$ cat src/hw/rtl/p3rsc_pkg.sv
// ============================================================================
// p3rsc_pkg
// Shared types and constants for the POP3 response stream checker.
// ============================================================================
`default_nettype none

package p3rsc_pkg;

    // Segment parsing phase
    typedef enum logic [2:0] {
        PH_START    = 3'd0,
        PH_PLUS     = 3'd1,
        PH_MINUS    = 3'd2,
        PH_LINE_OK  = 3'd3,
        PH_LINE_ERR = 3'd4,
        PH_CONT     = 3'd5,
        PH_BODY     = 3'd6,
        PH_DONE     = 3'd7
    } phase_t;

    // Verdict codes
    localparam logic [1:0] VERDICT_CHECKING = 2'd0;
    localparam logic [1:0] VERDICT_FAILED   = 2'd1;
    localparam logic [1:0] VERDICT_DETECTED = 2'd2;

    // Dot-line tracking codes
    localparam logic [1:0] DOT_LINE_START = 2'd0;
    localparam logic [1:0] DOT_ONLY       = 2'd1;
    localparam logic [1:0] DOT_OTHER      = 2'd2;

    // Byte position marks
    localparam logic [2:0] POS_ERR_CHECK = 3'd4;
    localparam logic [2:0] POS_SAT       = 3'd5;

    // Characters
    localparam logic [7:0] CH_PLUS     = 8'h2B;
    localparam logic [7:0] CH_MINUS    = 8'h2D;
    localparam logic [7:0] CH_SPACE    = 8'h20;
    localparam logic [7:0] CH_O        = 8'h4F;
    localparam logic [7:0] CH_K        = 8'h4B;
    localparam logic [7:0] CH_E        = 8'h45;
    localparam logic [7:0] CH_R        = 8'h52;
    localparam logic [7:0] CH_DOT      = 8'h2E;
    localparam logic [7:0] CH_CR       = 8'h0D;
    localparam logic [7:0] CH_LF       = 8'h0A;
    localparam logic [7:0] CH_PRINT_LO = 8'h20;
    localparam logic [7:0] CH_PRINT_HI = 8'h7E;

    localparam logic [7:0] THRESHOLD_RESET = 8'd4;

    // Per-segment parse state
    typedef struct packed {
        phase_t     phase;
        logic [2:0] pos;
        logic [1:0] dot;
        logic       failed;
        logic       cr;
    } seg_t;

    // Session-wide flags
    typedef struct packed {
        logic multi;
        logic seen_first;
        logic err;
        logic det;
    } ses_t;

    // One result transfer
    typedef struct packed {
        logic [1:0] verdict;
        logic [7:0] response_count;
        logic       last_was_error;
    } res_t;

    localparam seg_t SEG_CLEAR = '{
        phase:  PH_START,
        pos:    3'd0,
        dot:    DOT_LINE_START,
        failed: 1'b0,
        cr:     1'b0
    };

    localparam ses_t SES_CLEAR = '{
        multi:      1'b0,
        seen_first: 1'b0,
        err:        1'b0,
        det:        1'b0
    };

endpackage

`default_nettype wire

$ cat src/hw/rtl/p3rsc_in_if.sv
// ============================================================================
// p3rsc_in_if
// Byte stream channel: one payload byte with segment marks.
// ============================================================================
`default_nettype none

interface p3rsc_in_if;
    logic       valid;
    logic       ready;
    logic [7:0] byte_value;
    logic       first_of_segment;
    logic       last_of_segment;

    modport source (
        output valid,
        output byte_value,
        output first_of_segment,
        output last_of_segment,
        input  ready
    );

    modport sink (
        input  valid,
        input  byte_value,
        input  first_of_segment,
        input  last_of_segment,
        output ready
    );
endinterface

`default_nettype wire

$ cat src/hw/rtl/p3rsc_out_if.sv
// ============================================================================
// p3rsc_out_if
// Result channel: per-segment verdict, response count and error flag.
// ============================================================================
`default_nettype none

interface p3rsc_out_if;
    logic       valid;
    logic       ready;
    logic [1:0] verdict;
    logic [7:0] response_count;
    logic       last_was_error;

    modport source (
        output valid,
        output verdict,
        output response_count,
        output last_was_error,
        input  ready
    );

    modport sink (
        input  valid,
        input  verdict,
        input  response_count,
        input  last_was_error,
        output ready
    );
endinterface

`default_nettype wire

$ cat src/hw/rtl/p3rsc_step.sv
// ============================================================================
// p3rsc_step
// Next-state and result logic for one byte of the response stream.
// ============================================================================
`default_nettype none

module p3rsc_step #(
    parameter int unsigned COUNT_MAX = 255,
    parameter int unsigned CW        = 8
) (
    input  var p3rsc_pkg::seg_t cur_seg,
    input  var p3rsc_pkg::ses_t cur_ses,
    input  wire logic [CW-1:0]  cur_count,
    input  wire logic [7:0]     byte_value,
    input  wire logic           first_of_segment,
    input  wire logic           last_of_segment,
    input  wire logic [7:0]     threshold,
    output p3rsc_pkg::seg_t     nxt_seg,
    output p3rsc_pkg::ses_t     nxt_ses,
    output logic [CW-1:0]       nxt_count,
    output p3rsc_pkg::res_t     res
);
    import p3rsc_pkg::*;

    localparam int unsigned CMPW = (CW > 8) ? CW : 8;

    seg_t          s;
    seg_t          w;
    ses_t          ses;
    phase_t        ph;
    logic          printable;
    logic          sc_close;
    logic          sc_err;
    logic          sc_cr;
    logic [1:0]    sc_dot;
    logic          bump;
    logic [CW-1:0] cnt;
    logic [CW+7:0] cnt_ext;

    // Line scanner: CR LF framing and printable check
    always_comb
    begin
        s         = first_of_segment ? SEG_CLEAR : cur_seg;
        printable = byte_value inside {[CH_PRINT_LO:CH_PRINT_HI]};
        sc_close  = s.cr && (byte_value == CH_LF);
        sc_err    = s.cr ? (byte_value != CH_LF)
                         : ((byte_value != CH_CR) && !printable);
        sc_cr     = !s.cr && (byte_value == CH_CR);
        sc_dot    = s.dot;
        if (!s.cr && (byte_value != CH_CR) && printable)
        begin
            sc_dot = ((s.dot == DOT_LINE_START) && (byte_value == CH_DOT))
                     ? DOT_ONLY : DOT_OTHER;
        end
    end

    always_comb
    begin
        w    = s;
        ses  = cur_ses;
        bump = 1'b0;
        ph   = s.phase;

        // Take the error flag on the fifth byte of a status line
        if ((s.pos == POS_ERR_CHECK) && (s.phase inside {PH_LINE_OK, PH_LINE_ERR}))
        begin
            ses.err = (s.phase == PH_LINE_ERR);
        end

        if (!s.failed)
        begin
            if ((ph == PH_START) && cur_ses.multi)
            begin
                ph = PH_BODY;
            end
            w.phase = ph;
            case (ph)
                PH_START:
                begin
                    if (byte_value == CH_PLUS)
                        w.phase = PH_PLUS;
                    else if (byte_value == CH_MINUS)
                        w.phase = PH_MINUS;
                    else
                        w.failed = 1'b1;
                end
                PH_PLUS:
                begin
                    if ((s.pos == 3'd1) && (byte_value == CH_SPACE)
                        && cur_ses.seen_first && !cur_ses.multi)
                        w.phase = PH_CONT;
                    else if ((s.pos == 3'd1) && (byte_value == CH_O))
                        w.phase = PH_PLUS;
                    else if ((s.pos == 3'd2) && (byte_value == CH_K))
                        w.phase = PH_LINE_OK;
                    else
                        w.failed = 1'b1;
                end
                PH_MINUS:
                begin
                    if (((s.pos == 3'd1) && (byte_value == CH_E))
                        || ((s.pos == 3'd2) && (byte_value == CH_R)))
                        w.phase = PH_MINUS;
                    else if ((s.pos == 3'd3) && (byte_value == CH_R))
                        w.phase = PH_LINE_ERR;
                    else
                        w.failed = 1'b1;
                end
                PH_LINE_OK, PH_LINE_ERR:
                begin
                    w.cr  = sc_cr;
                    w.dot = sc_dot;
                    if (sc_err)
                    begin
                        w.failed = 1'b1;
                    end
                    else if (sc_close)
                    begin
                        w.dot = DOT_LINE_START;
                        if (last_of_segment)
                        begin
                            bump    = 1'b1;
                            w.phase = PH_DONE;
                        end
                        else
                        begin
                            ses.multi = 1'b1;
                            w.phase   = PH_BODY;
                        end
                    end
                end
                PH_CONT:
                begin
                    w.cr  = sc_cr;
                    w.dot = sc_dot;
                    if (sc_err || (sc_close && !last_of_segment))
                        w.failed = 1'b1;
                    else if (sc_close)
                        w.phase = PH_DONE;
                end
                PH_BODY:
                begin
                    w.cr  = sc_cr;
                    w.dot = sc_dot;
                    if (sc_err)
                    begin
                        w.failed = 1'b1;
                    end
                    else if (sc_close)
                    begin
                        w.dot = DOT_LINE_START;
                        if ((s.dot == DOT_ONLY) && last_of_segment)
                        begin
                            bump      = 1'b1;
                            ses.multi = 1'b0;
                            w.phase   = PH_DONE;
                        end
                    end
                end
                default:
                begin
                    w.phase = ph;
                end
            endcase
        end

        if (s.pos < POS_SAT)
        begin
            w.pos = s.pos + 3'd1;
        end

        // End-of-segment checks
        if (last_of_segment && !w.failed)
        begin
            case (w.phase)
                PH_LINE_OK, PH_LINE_ERR:
                begin
                    if (w.cr || (w.pos < POS_SAT))
                        w.failed = 1'b1;
                    else
                        bump = 1'b1;
                end
                PH_BODY:
                begin
                    if (w.cr)
                        w.failed = 1'b1;
                end
                PH_DONE:
                begin
                    w.failed = 1'b0;
                end
                default:
                begin
                    w.failed = 1'b1;
                end
            endcase
        end

        cnt = cur_count;
        if (bump && (cur_count < CW'(COUNT_MAX)))
        begin
            cnt = cur_count + CW'(1);
        end

        if (last_of_segment)
        begin
            if (!w.failed && (CMPW'(cnt) >= CMPW'(threshold)))
            begin
                ses.det = 1'b1;
            end
            ses.seen_first = 1'b1;
        end
    end

    assign cnt_ext   = {8'd0, cnt};
    assign nxt_count = cnt;
    assign nxt_ses   = ses;
    assign nxt_seg   = last_of_segment ? SEG_CLEAR : w;

    assign res.verdict        = ses.det  ? VERDICT_DETECTED
                              : (w.failed ? VERDICT_FAILED : VERDICT_CHECKING);
    assign res.response_count = cnt_ext[7:0];
    assign res.last_was_error = ses.err;

endmodule

`default_nettype wire

$ cat src/hw/rtl/pop3_response_stream_checker_core.sv
// ============================================================================
// pop3_response_stream_checker_core
// Checks a server-to-client byte stream against the POP3 response grammar.
//
// Bytes arrive one per transfer on byte_stream, marked with the first and
// last byte of each segment. Every segment is checked for a +OK / -ERR
// status line (or a single "+ " continuation line after the first segment),
// printable lines closed by CR LF, and the "." line that closes a multi-line
// reply. One result transfer leaves on result for each byte marked as last
// of segment; other bytes give none. The block takes one byte per clock
// unless a byte that ends a segment waits on an undrained result register; a
// byte passes through the input register, then one pass of the per-byte state
// update writes its result into the result register. The rate is set by the
// single update loop over the session state. A full result register that is not being
// drained holds only a byte that ends a segment; other bytes keep flowing.
// threshold_reg (cfg_we / cfg_wdata, reset 4) sets how many completed
// responses declare the service detected; write it only while idle.
// ============================================================================
`default_nettype none

module pop3_response_stream_checker_core #(
    parameter int unsigned COUNT_MAX = 255
) (
    input  wire logic          clk,
    input  wire logic          rst_n,
    p3rsc_in_if.sink           byte_stream,
    p3rsc_out_if.source        result,
    input  wire logic          cfg_we,
    input  wire logic [7:0]    cfg_wdata
);
    import p3rsc_pkg::*;

    localparam int unsigned CW = $clog2(COUNT_MAX + 1);

    // Input register stage
    logic       in_valid_reg;
    logic [7:0] in_byte_reg;
    logic       in_first_reg;
    logic       in_last_reg;

    // Session and segment state
    seg_t          seg_reg;
    seg_t          seg_next;
    ses_t          ses_reg;
    ses_t          ses_next;
    logic [CW-1:0] count_reg;
    logic [CW-1:0] count_next;
    logic [7:0]    threshold_reg;

    // Result register stage
    logic       out_valid_reg;
    res_t       out_reg;
    res_t       res_next;

    logic       in_xfer;
    logic       advance;

    // Advance the held byte unless it ends a segment and the result
    // register is still occupied by an untaken transfer.
    assign advance = in_valid_reg
                     && (!in_last_reg || !out_valid_reg || result.ready);
    assign byte_stream.ready = !in_valid_reg || advance;
    assign in_xfer = byte_stream.valid && byte_stream.ready;

    p3rsc_step #(
        .COUNT_MAX (COUNT_MAX),
        .CW        (CW)
    ) u_step (
        .cur_seg          (seg_reg),
        .cur_ses          (ses_reg),
        .cur_count        (count_reg),
        .byte_value       (in_byte_reg),
        .first_of_segment (in_first_reg),
        .last_of_segment  (in_last_reg),
        .threshold        (threshold_reg),
        .nxt_seg          (seg_next),
        .nxt_ses          (ses_next),
        .nxt_count        (count_next),
        .res              (res_next)
    );

    // Control and state registers
    always_ff @(posedge clk or negedge rst_n)
    begin
        if (!rst_n)
        begin
            in_valid_reg  <= 1'b0;
            out_valid_reg <= 1'b0;
            seg_reg       <= SEG_CLEAR;
            ses_reg       <= SES_CLEAR;
            count_reg     <= '0;
            threshold_reg <= THRESHOLD_RESET;
        end
        else
        begin
            if (cfg_we)
            begin
                threshold_reg <= cfg_wdata;
            end

            if (in_xfer)
                in_valid_reg <= 1'b1;
            else if (advance)
                in_valid_reg <= 1'b0;

            // Commit the byte's state update as it leaves the input register
            if (advance)
            begin
                seg_reg   <= seg_next;
                ses_reg   <= ses_next;
                count_reg <= count_next;
            end

            if (advance && in_last_reg)
                out_valid_reg <= 1'b1;
            else if (result.ready)
                out_valid_reg <= 1'b0;
        end
    end

    // Payload registers: no reset
    always_ff @(posedge clk)
    begin
        if (in_xfer)
        begin
            in_byte_reg  <= byte_stream.byte_value;
            in_first_reg <= byte_stream.first_of_segment;
            in_last_reg  <= byte_stream.last_of_segment;
        end
        if (advance && in_last_reg)
        begin
            out_reg <= res_next;
        end
    end

    assign result.valid          = out_valid_reg;
    assign result.verdict        = out_reg.verdict;
    assign result.response_count = out_reg.response_count;
    assign result.last_was_error = out_reg.last_was_error;

`ifndef ASSERT_OFF
    // Detection is sticky
    a_det_sticky: assert property (@(posedge clk) disable iff (!rst_n)
        ses_reg.det |=> ses_reg.det)
        else $error("detection flag cleared");

    // Response count never goes down
    a_count_mono: assert property (@(posedge clk) disable iff (!rst_n)
        1'b1 |=> (count_reg >= $past(count_reg)))
        else $error("response count decreased");

    // State moves only when a byte advances
    a_state_hold: assert property (@(posedge clk) disable iff (!rst_n)
        !advance |=> ($stable(count_reg) && $stable(seg_reg) && $stable(ses_reg)))
        else $error("state changed without a byte");

    // A held byte stays put until it advances
    a_in_hold: assert property (@(posedge clk) disable iff (!rst_n)
        (in_valid_reg && !advance) |=> (in_valid_reg && $stable(in_byte_reg)
                                        && $stable(in_last_reg)))
        else $error("held byte lost");

    // A detected verdict reflects the detection flag
    a_verdict_det: assert property (@(posedge clk) disable iff (!rst_n)
        (advance && in_last_reg) |=>
            ((out_reg.verdict == VERDICT_DETECTED) == ses_reg.det))
        else $error("verdict disagrees with detection flag");
`endif

endmodule

`default_nettype wire
$ cat src/flat_wrapper.sv
// flat-port wrapper written by rule: the top's interface ports become plain ports
module pop3_response_stream_checker_core_flat import p3rsc_pkg::*;
#(
    parameter int unsigned COUNT_MAX = 255
)
  (clk, rst_n, cfg_we, cfg_wdata, byte_stream_valid, byte_stream_byte_value, byte_stream_first_of_segment, byte_stream_last_of_segment, byte_stream_ready, result_valid, result_verdict, result_response_count, result_last_was_error, result_ready);
  p3rsc_in_if byte_stream_i ();
  p3rsc_out_if result_i ();
  input  wire logic clk;
  input  wire logic rst_n;
  input  wire logic cfg_we;
  input  wire logic [7:0] cfg_wdata;
  input wire logic [$bits(byte_stream_i.valid)-1:0] byte_stream_valid;
  input wire logic [$bits(byte_stream_i.byte_value)-1:0] byte_stream_byte_value;
  input wire logic [$bits(byte_stream_i.first_of_segment)-1:0] byte_stream_first_of_segment;
  input wire logic [$bits(byte_stream_i.last_of_segment)-1:0] byte_stream_last_of_segment;
  output wire logic [$bits(byte_stream_i.ready)-1:0] byte_stream_ready;
  output wire logic [$bits(result_i.valid)-1:0] result_valid;
  output wire logic [$bits(result_i.verdict)-1:0] result_verdict;
  output wire logic [$bits(result_i.response_count)-1:0] result_response_count;
  output wire logic [$bits(result_i.last_was_error)-1:0] result_last_was_error;
  input wire logic [$bits(result_i.ready)-1:0] result_ready;
  assign byte_stream_i.valid = byte_stream_valid;
  assign byte_stream_i.byte_value = byte_stream_byte_value;
  assign byte_stream_i.first_of_segment = byte_stream_first_of_segment;
  assign byte_stream_i.last_of_segment = byte_stream_last_of_segment;
  assign byte_stream_ready = byte_stream_i.ready;
  assign result_valid = result_i.valid;
  assign result_verdict = result_i.verdict;
  assign result_response_count = result_i.response_count;
  assign result_last_was_error = result_i.last_was_error;
  assign result_i.ready = result_ready;
  pop3_response_stream_checker_core #(.COUNT_MAX(COUNT_MAX)) u_core (.clk(clk), .rst_n(rst_n), .byte_stream(byte_stream_i), .result(result_i), .cfg_we(cfg_we), .cfg_wdata(cfg_wdata));
endmodule
$ cat config.mk
export PLATFORM = sky130hd
export DESIGN_NAME = pop3_response_stream_checker_core_flat
export DESIGN_NICKNAME = d
export VERILOG_FILES = /design/src/hw/rtl/p3rsc_pkg.sv /design/src/hw/rtl/p3rsc_in_if.sv /design/src/hw/rtl/p3rsc_out_if.sv /design/src/hw/rtl/p3rsc_step.sv /design/src/hw/rtl/pop3_response_stream_checker_core.sv /design/src/flat_wrapper.sv
export SDC_FILE = /design/constraint.sdc
export NUM_CORES = 1
export LEC_CHECK = 0
export ABC_AREA = 1
export BUFFER_PORTS_ARGS = -buffer_cell sky130_fd_sc_hd__buf_2
export CAP_MARGIN = 25
export CORE_ASPECT_RATIO = 1.75
export CORE_MARGIN = 1
export CORE_UTILIZATION = 45
export CTS_BUF_LIST = sky130_fd_sc_hd__clkbuf_16
export DETAILED_ROUTE_END_ITERATION = 10
export PLACE_DENSITY = 0.66
export SKIP_LAST_GASP = 1
export SLEW_MARGIN = 40
export SYNTH_ARGS = -nofsm -noshare
export SYNTH_HDL_FRONTEND = slang
export SYNTH_HIERARCHICAL = 1
export SYNTH_SLANG_ARGS = --single-unit
export TNS_END_PERCENT = 50
$ cat constraint.sdc
create_clock -name clk -period 7.54 [get_ports clk]
set_clock_uncertainty 0.05 [all_clocks]
set_input_delay 1.508 -clock clk [delete_from_list [all_inputs] [get_ports clk]]
set_output_delay 1.508 -clock clk [all_outputs]
set_load 0.05 [all_outputs]
==> qor.txt, run 1 <==
Final period utilization: 56.0%
Core Rows: 42
Worst Hold Depth: 2
Detailed-route wire length per cell: 14.2 um
CP bufs+invs: 4
RePlAce Congestion: 0.923
Global-route wire length before repair: 14200 um
Die area: 8270 sq um
Cell Area, Synth: 3550 sq um
Dpl cells: 583
Sequential share of the synthesized area: 40.3%
Mapped Cells: 479
Power share of the combinational group: 30.2%
Global-route usage over all layers: 21.5%
Chip Height: 120 um
HPWL Detailed: 6420 um
Async SR Flop Fraction: 60.4%
Synth-to-layout area growth: 8.17%
Setup TNS: 0 ns
Buffers added on ports: 35
Worst Path Required: 7.67 ns
GRT Residual Overflow: 0
Int Power: 0.000531 W
Crit path largest cell delay: 0.45 ns
Post-synth top area share: 21.8%
Worst vdd ir: 124 uV
Clock share of power: 26.2%
Non-filler instance count after layout: 591
I/O pins: 36
Leak: 2.04 nW
Hold Path Class: register to register
Share of cells above drive strength 1: 13.7%
R2r startpoint: u_core/in_first_reg
Starting Density: 46.6%
CTS tree: yes
PD cells: 215 nW/um^2
Max cap viols: 0
Vias after detailed routing: 3138
Commonest non-fill, non-tap cell in the layout: nand2_1
H-tree Lvls: 2
Remaining antenna violation count: 0
N_diodes: 0
Fin crit period: 4.22 ns
Register clock-pin slew on the reported worst setup and hold paths: 0.06 ns
Chip width: 69.2 um
R2R Setup Slk: 3.32 ns
DR vias/cell: 5.31
Total wire length: 8380 um
Critical Path AT: 4.35 ns
WHS Endpoint: u_core/threshold_reg[2]
Drt pass-1 iters: 4
Post-synthesis register bit count: 53
CP top delay family: simple AND/OR/NAND/NOR gates
DRC violations left: 0
Final Hold Fails: 0
CP Capture Type: register
Final setup violation count: 0
Library cell with the largest summed area after synthesis: dfrtp_1
Initial antenna violation count: 0
Ys flop type: dfrtp_1
Worst slew margin: 60.8%
Synth cell types: 38
Synthesized net count: 516
Status: complete, no violations
Seq pwr share: 43.6%
TritonCTS Buffers: 5
Number of enable flip-flop cells after synthesis: 21
Hold Startpoint: u_core/threshold_reg[2]
Switching Share: 35.9%
# hold bufs at CTS: 0
Reg2Reg Depth: 31
R2R Path End: u_core/ses_reg[0]
Largest register FFs: 10
Warnings, synthesis: 6
Commonest non-fill, non-tap cells in the layout: 138 x nand2_1, 72 x inv_1, 57 x nand3_1
Filler cells: 783
Fin Hold WS: 0.418 ns
Nets@finish: 539
Largest net degree at the start of global routing: 33
Switch Pwr: 0.000297 W
Startpoint types: register
Slew @ Worst Pin: 0.582 ns
Clock tree buffer depth: 2
Vias in the first global route: 3140
Tot Pwr: 0.000828 W
Pins Over Slew Limit: 0
CP Max Fanout: 13
Cts repair resizes: 0
Post-CTS setup buffers: 0
Critical Path Slowest Stage Cell: edfxtp_1
Clk Latency, worst-skew pair: 0.29 ns
Fmax: 237 MHz
Core area: 7620 sq um
RSZ-0062 raised after global routing: no
Syn avg cell area: 7.42 sq um
Clock Sinks: 53
Crit Path Class: register to register
Main area contributors after synthesis: dfrtp_1 22%, edfxtp_1 18%, nand2_1 15%
Cell mode on critical path: nand2_1
Initial drt markers: 183
Root Driver: clkbuf_16
-- worst register-to-register path: cells and delay by family, from the launching register on --
kind	cells	cell delay, ns
DFF	1	0.45
buffers and inverters	4	0.46
and+or+nand+nor	17	1.78
AOI/OAI and AO/OA	8	0.98
adders and majority gates	2	0.40
-- worst max-delay path by stage --
stage                         from                  endpoint  slack (ns)  depth (start not counted)
3_5_place_dp   u_core/in_first_reg         u_core/ses_reg[0]        3.38                         31
6_report       u_core/in_first_reg         u_core/ses_reg[0]        3.32                         31
3_3_place_gp   u_core/in_first_reg  u_core/result.verdict[1]        3.55                         29
5_1_grt        u_core/in_first_reg         u_core/ses_reg[0]        2.79                         31
2_1_floorplan  u_core/in_first_reg  u_core/result.verdict[1]        3.81                         31
4_1_cts        u_core/in_first_reg         u_core/ses_reg[0]        3.35                         31
-- cells in the mapped netlist, types with 5 or more instances --
cell / count
inv_1: 70
o21ai_0: 14
dfrtp_1: 31
buf_2: 6
nand3_1: 57
nor2_1: 35
nand4_1: 8
nand2_2: 6
a21oi_1: 15
xor2_1: 5
nand3_2: 6
ha_1: 14
edfxtp_1: 21
buf_4: 10
o21ai_2: 5
nand2_1: 138
nor3_1: 7
-- logic make-up (layout without fill, tap and decap cells) --
kind of cell	Yosys count	after routing	synth area share [%]
buffers and inverters	92	116	11.6
AO/OA/AOI/OAI	47	47	7.99
XOR/XNOR	6	6	1.48
flip-flops	53	53	40.3
multiplexers	1	1	0.317
AND/OR/NAND/NOR	266	266	33.3
adder cells (fa/ha/maj)	14	14	4.93
-- area by class of cell --
class	instances	area, sq um	area share (%)
clock inverters	3	11.3	0.293
multi-input cells	334	1710	44.4
clock buffers	5	125	3.26
repair buffers	36	185	4.82
inverters	72	270	7.03
well taps	88	110	2.86
flip-flops and latches	53	1430	37.3
-- metrics by stage --
step / setup slack [ns] / cell area [sq um] / util, %
after floorplan: 3.81 / 3550 / -
after global placement: 3.55 / 3700 / 48.6
after detailed placement: 3.38 / 3700 / 48.6
after CTS: 3.35 / 3840 / 50.4
after global routing: 2.79 / 3840 / 50.4
final: 3.32 / 3840 / 50.4
-- power groups by stage --
| stage | Clock, W | Combinational [W] | Sequential [W] |
|---|---|---|---|
| finish | 0.000217 | 0.000250 | 0.000361 |
| global route | 0.000232 | 0.000282 | 0.000366 |
| CTS | 0.000223 | 0.000250 | 0.000362 |
| detailed placement | 0 | 0.000248 | 0.000367 |
| global placement | 0 | 0.000247 | 0.000367 |
| floorplan | 0 | 0.000183 | 0.000371 |
-- metal layers --
layer	wire, um	global-route usage, %	share of wire, %
met3	245	2.35	2.9
met2	4690	42.1	56
met1	3180	22.6	38
met4	269	9.06	3.2
met5	0	0	0
No activity file was read; power rests on OpenSTA's default activity.
==> inputs of run 2 (changes only) <==
- ABC_AREA: 1 -> 0
- PLACE_DENSITY: 0.66 -> 0.65
- clock period: 7.54 -> 4.2 ns (I/O delays scaled with it)
==> run 2 against run 1 <==
  * The flow now finishes with violations (setup timing)
  * Maximum frequency down 4.3%
  * Synthesized cell count down 14%
  * Cell area up 29%
  * First-iteration DRC count down 14%
  * Sequential power up 100%
  * Register-to-register slack worse by 3.5 ns
  * Area after synthesis up 13%
  * Largest power group unchanged
==> qor.txt, run 2 <==
Final worst setup slack: -0.212 ns
Final setup violation count: 2
Synth-to-layout area growth: 23.9%
Core Rows: 45
Slew @ Worst Pin: 0.614 ns
Crit path cell chain: nor4_4 > buf_4 > nand3_1 > a2111oi_2 > a221o_1 > o211a_1 > o2111ai_4 > a21oi_4 > mux2_4 > ha_1 > a21o_1 > a21oi_1 > nor2b_1 > o21ai_1 > nand2b_1 > a2111oi_2 > o41ai_1 > nand2_1 > o211ai_2
Power share of the combinational group: 37.0%
Max cap viols: 0
Cell with the most instances after synthesis: nand2_1
Number of enable flip-flop cells after synthesis: 21
Syn avg cell area: 9.77 sq um
Vias in the first global route: 3633
Crit path largest cell delay: 0.48 ns
Switching Share: 35.5%
Fin crit period: 4.41 ns
CTS tree: yes
Warnings, synthesis: 6
Fmax: 227 MHz
Initial antenna violation count: 0
Async SR Flop Fraction: 60.4%
R2R Setup Slk: -0.21 ns
Post-synthesis register bit count: 53
H-tree Lvls: 2
RSZ-0062 raised after global routing: yes
Post-synth top area share: 19.4%
N_diodes: 0
Worst vdd ir: 321 uV
Pre-CTS setup slack: -0.250 ns
Buffers added on ports: 35
Clock share of power: 24.8%
Drt pass-1 iters: 4
DR vias/cell: 5.70
Failing checks: setup timing
PD cells: 383 nW/um^2
Crit Path Class: register to register
Worst Path Required: 4.31 ns
Post-DP Area: 4690 sq um
Clock Sinks: 53
Top cells by count, synth: 40 x nand2_1, 31 x dfrtp_1, 29 x nand2b_1
GRT Residual Overflow: 0
Chip Height: 127 um
Global-route usage over all layers: 26.3%
Largest net degree at the start of global routing: 46
Nets@finish: 530
Pins Over Slew Limit: 0
Die area: 9300 sq um
Status: finished with violations
Starting Density: 46.2%
Detailed-route wire length per cell: 18.3 um
R2R Path End: u_core/ses_reg[0]
Largest register FFs: 10
Worst slew margin: 58.8%
HPWL Detailed: 8420 um
Final Hold Fails: 0
Commonest non-fill, non-tap cell in the layout: buf_4
Seq pwr share: 38.3%
Share of cells above drive strength 1: 35.0%
Reg2Reg Depth: 19
Int Power: 0.00122 W
Library cell with the largest summed area after synthesis: dfrtp_1
Total wire length: 11200 um
Global-route wire length before repair: 18300 um
Mapped Cells: 410
Register clock-pin slew on the reported worst setup and hold paths: 0.07 ns
Critical Path AT: 4.52 ns
TritonCTS Buffers: 5
Cell Area, Synth: 4010 sq um
Clk Latency, worst-skew pair: 0.30 ns
Root Driver: clkbuf_16
Hold Path Class: input port to asynchronous set/reset pin
Initial drt markers: 158
Cell mode on critical path: a2111oi_2
Leak: 2.17 nW
Ys flop type: dfrtp_1
Synthesized net count: 447
Vias after detailed routing: 3484
CP Capture Type: register
Remaining antenna violation count: 0
DRC violations left: 0
I/O pins: 36
Synth cell types: 74
RePlAce Congestion: 0.909
Switch Pwr: 0.000674 W
Clock tree buffer depth: 2
Startpoint types: register
CP Max Fanout: 5
# hold bufs at CTS: 0
R2r startpoint: u_core/in_byte_reg[5]
Main area contributors after synthesis: dfrtp_1 19%, edfxtp_1 16%, o211ai_2 6.2%
Final period utilization: 105%
Chip width: 73.3 um
Commonest non-fill, non-tap cells in the layout: 79 x buf_4, 38 x nand2_1, 34 x buf_2
Sequential share of the synthesized area: 35.7%
Core area: 8670 sq um
Design area: 4960 sq um
Critical Path Slowest Stage Cell: edfxtp_1
==> run 2: timing repair <==
action | in CTS | in global routing
setup buffers | 8 | 1
pin swaps | 6 | 2
endpoints found under the setup margin | 2 | 2
resized for setup | 5 | 4
==> run 2: power by group through the flow <==
stage	clock network, W	registers (W)	logic [W]
3_5_place_dp	0	0.000736	0.000674
5_1_grt	0.000501	0.000738	0.000762
2_1_floorplan	0	0.000744	0.000449
4_1_cts	0.000481	0.000726	0.000697
3_3_place_gp	0	0.000729	0.000660
6_report	0.000470	0.000726	0.000702
==> run 2: critical path: cells and delay by family, from the launching register on <==
family | cells | cell delay [ns]
and+or+nand+nor | 5 | 0.81
buffers and inverters | 1 | 0.18
muxes | 1 | 0.33
AOI/OAI and AO/OA | 11 | 2.13
adders and majority gates | 1 | 0.27
DFF | 1 | 0.48
==> run 2: cell type report <==
type	instances	area (sq um)
clock inverters	3	43.8
inverters	15	57.6
repair buffers	113	763
well taps	117	146
flip-flops and latches	53	1440
clock buffers	5	125
multi-input cells	305	2390
fillers	827	3710
==> run 2: logic make-up after synthesis <==
kind of cell	count (synthesis)	synth area share (%)
and+or+nand+nor	180	27.6
xor gates and xnor gates	9	1.97
DFF	53	35.7
adders and majority gates	14	4.37
muxes	10	2.78
buffers and inverters	52	6.65
AOI/OAI and AO/OA	92	20.9
==> run 2: layer usage <==
| layer | share of wire [%] | up-vias | global-route usage [%] |
|---|---|---|---|
| met5 | 0 | - | 0 |
| met4 | 5.0 | 0 | 14.9 |
| met3 | 1.8 | 30 | 2.62 |
| met2 | 56 | 75 | 49.2 |
| met1 | 37 | 1706 | 27.5 |
| li1 | - | 1673 | - |
==> run 2: how the worst max path moves through the flow <==
stage | startpoint | end | slack (ns) | cells after the start
6_report | u_core/in_byte_reg[5] | u_core/ses_reg[0] | -0.21 | 19
5_1_grt | u_core/in_first_reg | u_core/ses_reg[0] | -0.42 | 22
4_1_cts | u_core/in_byte_reg[5] | u_core/ses_reg[0] | -0.21 | 19
3_5_place_dp | u_core/in_byte_reg[7] | u_core/ses_reg[0] | -0.25 | 19
3_3_place_gp | u_core/seg_reg[8] | u_core/ses_reg[0] | -0.21 | 19
2_1_floorplan | u_core/in_byte_reg[4] | u_core/result.verdict[1] | 0.0007 | 17
==> run 2: metrics by stage <==
stage | util [%] | hold slack (ns) | setup TNS [ns] | instances | power [W]
after floorplan | - | 0.408 | 0 | 410 | 0.00119
after global placement | 54.1 | 0.419 | -0.398 | 594 | 0.00139
after detailed placement | 54.1 | 0.425 | -0.446 | 594 | 0.00141
after CTS | 57.0 | 0.441 | -0.371 | 610 | 0.00190
after global routing | 57.2 | 0.451 | -0.771 | 611 | 0.00200
final | 57.2 | 0.428 | -0.375 | 611 | 0.00190
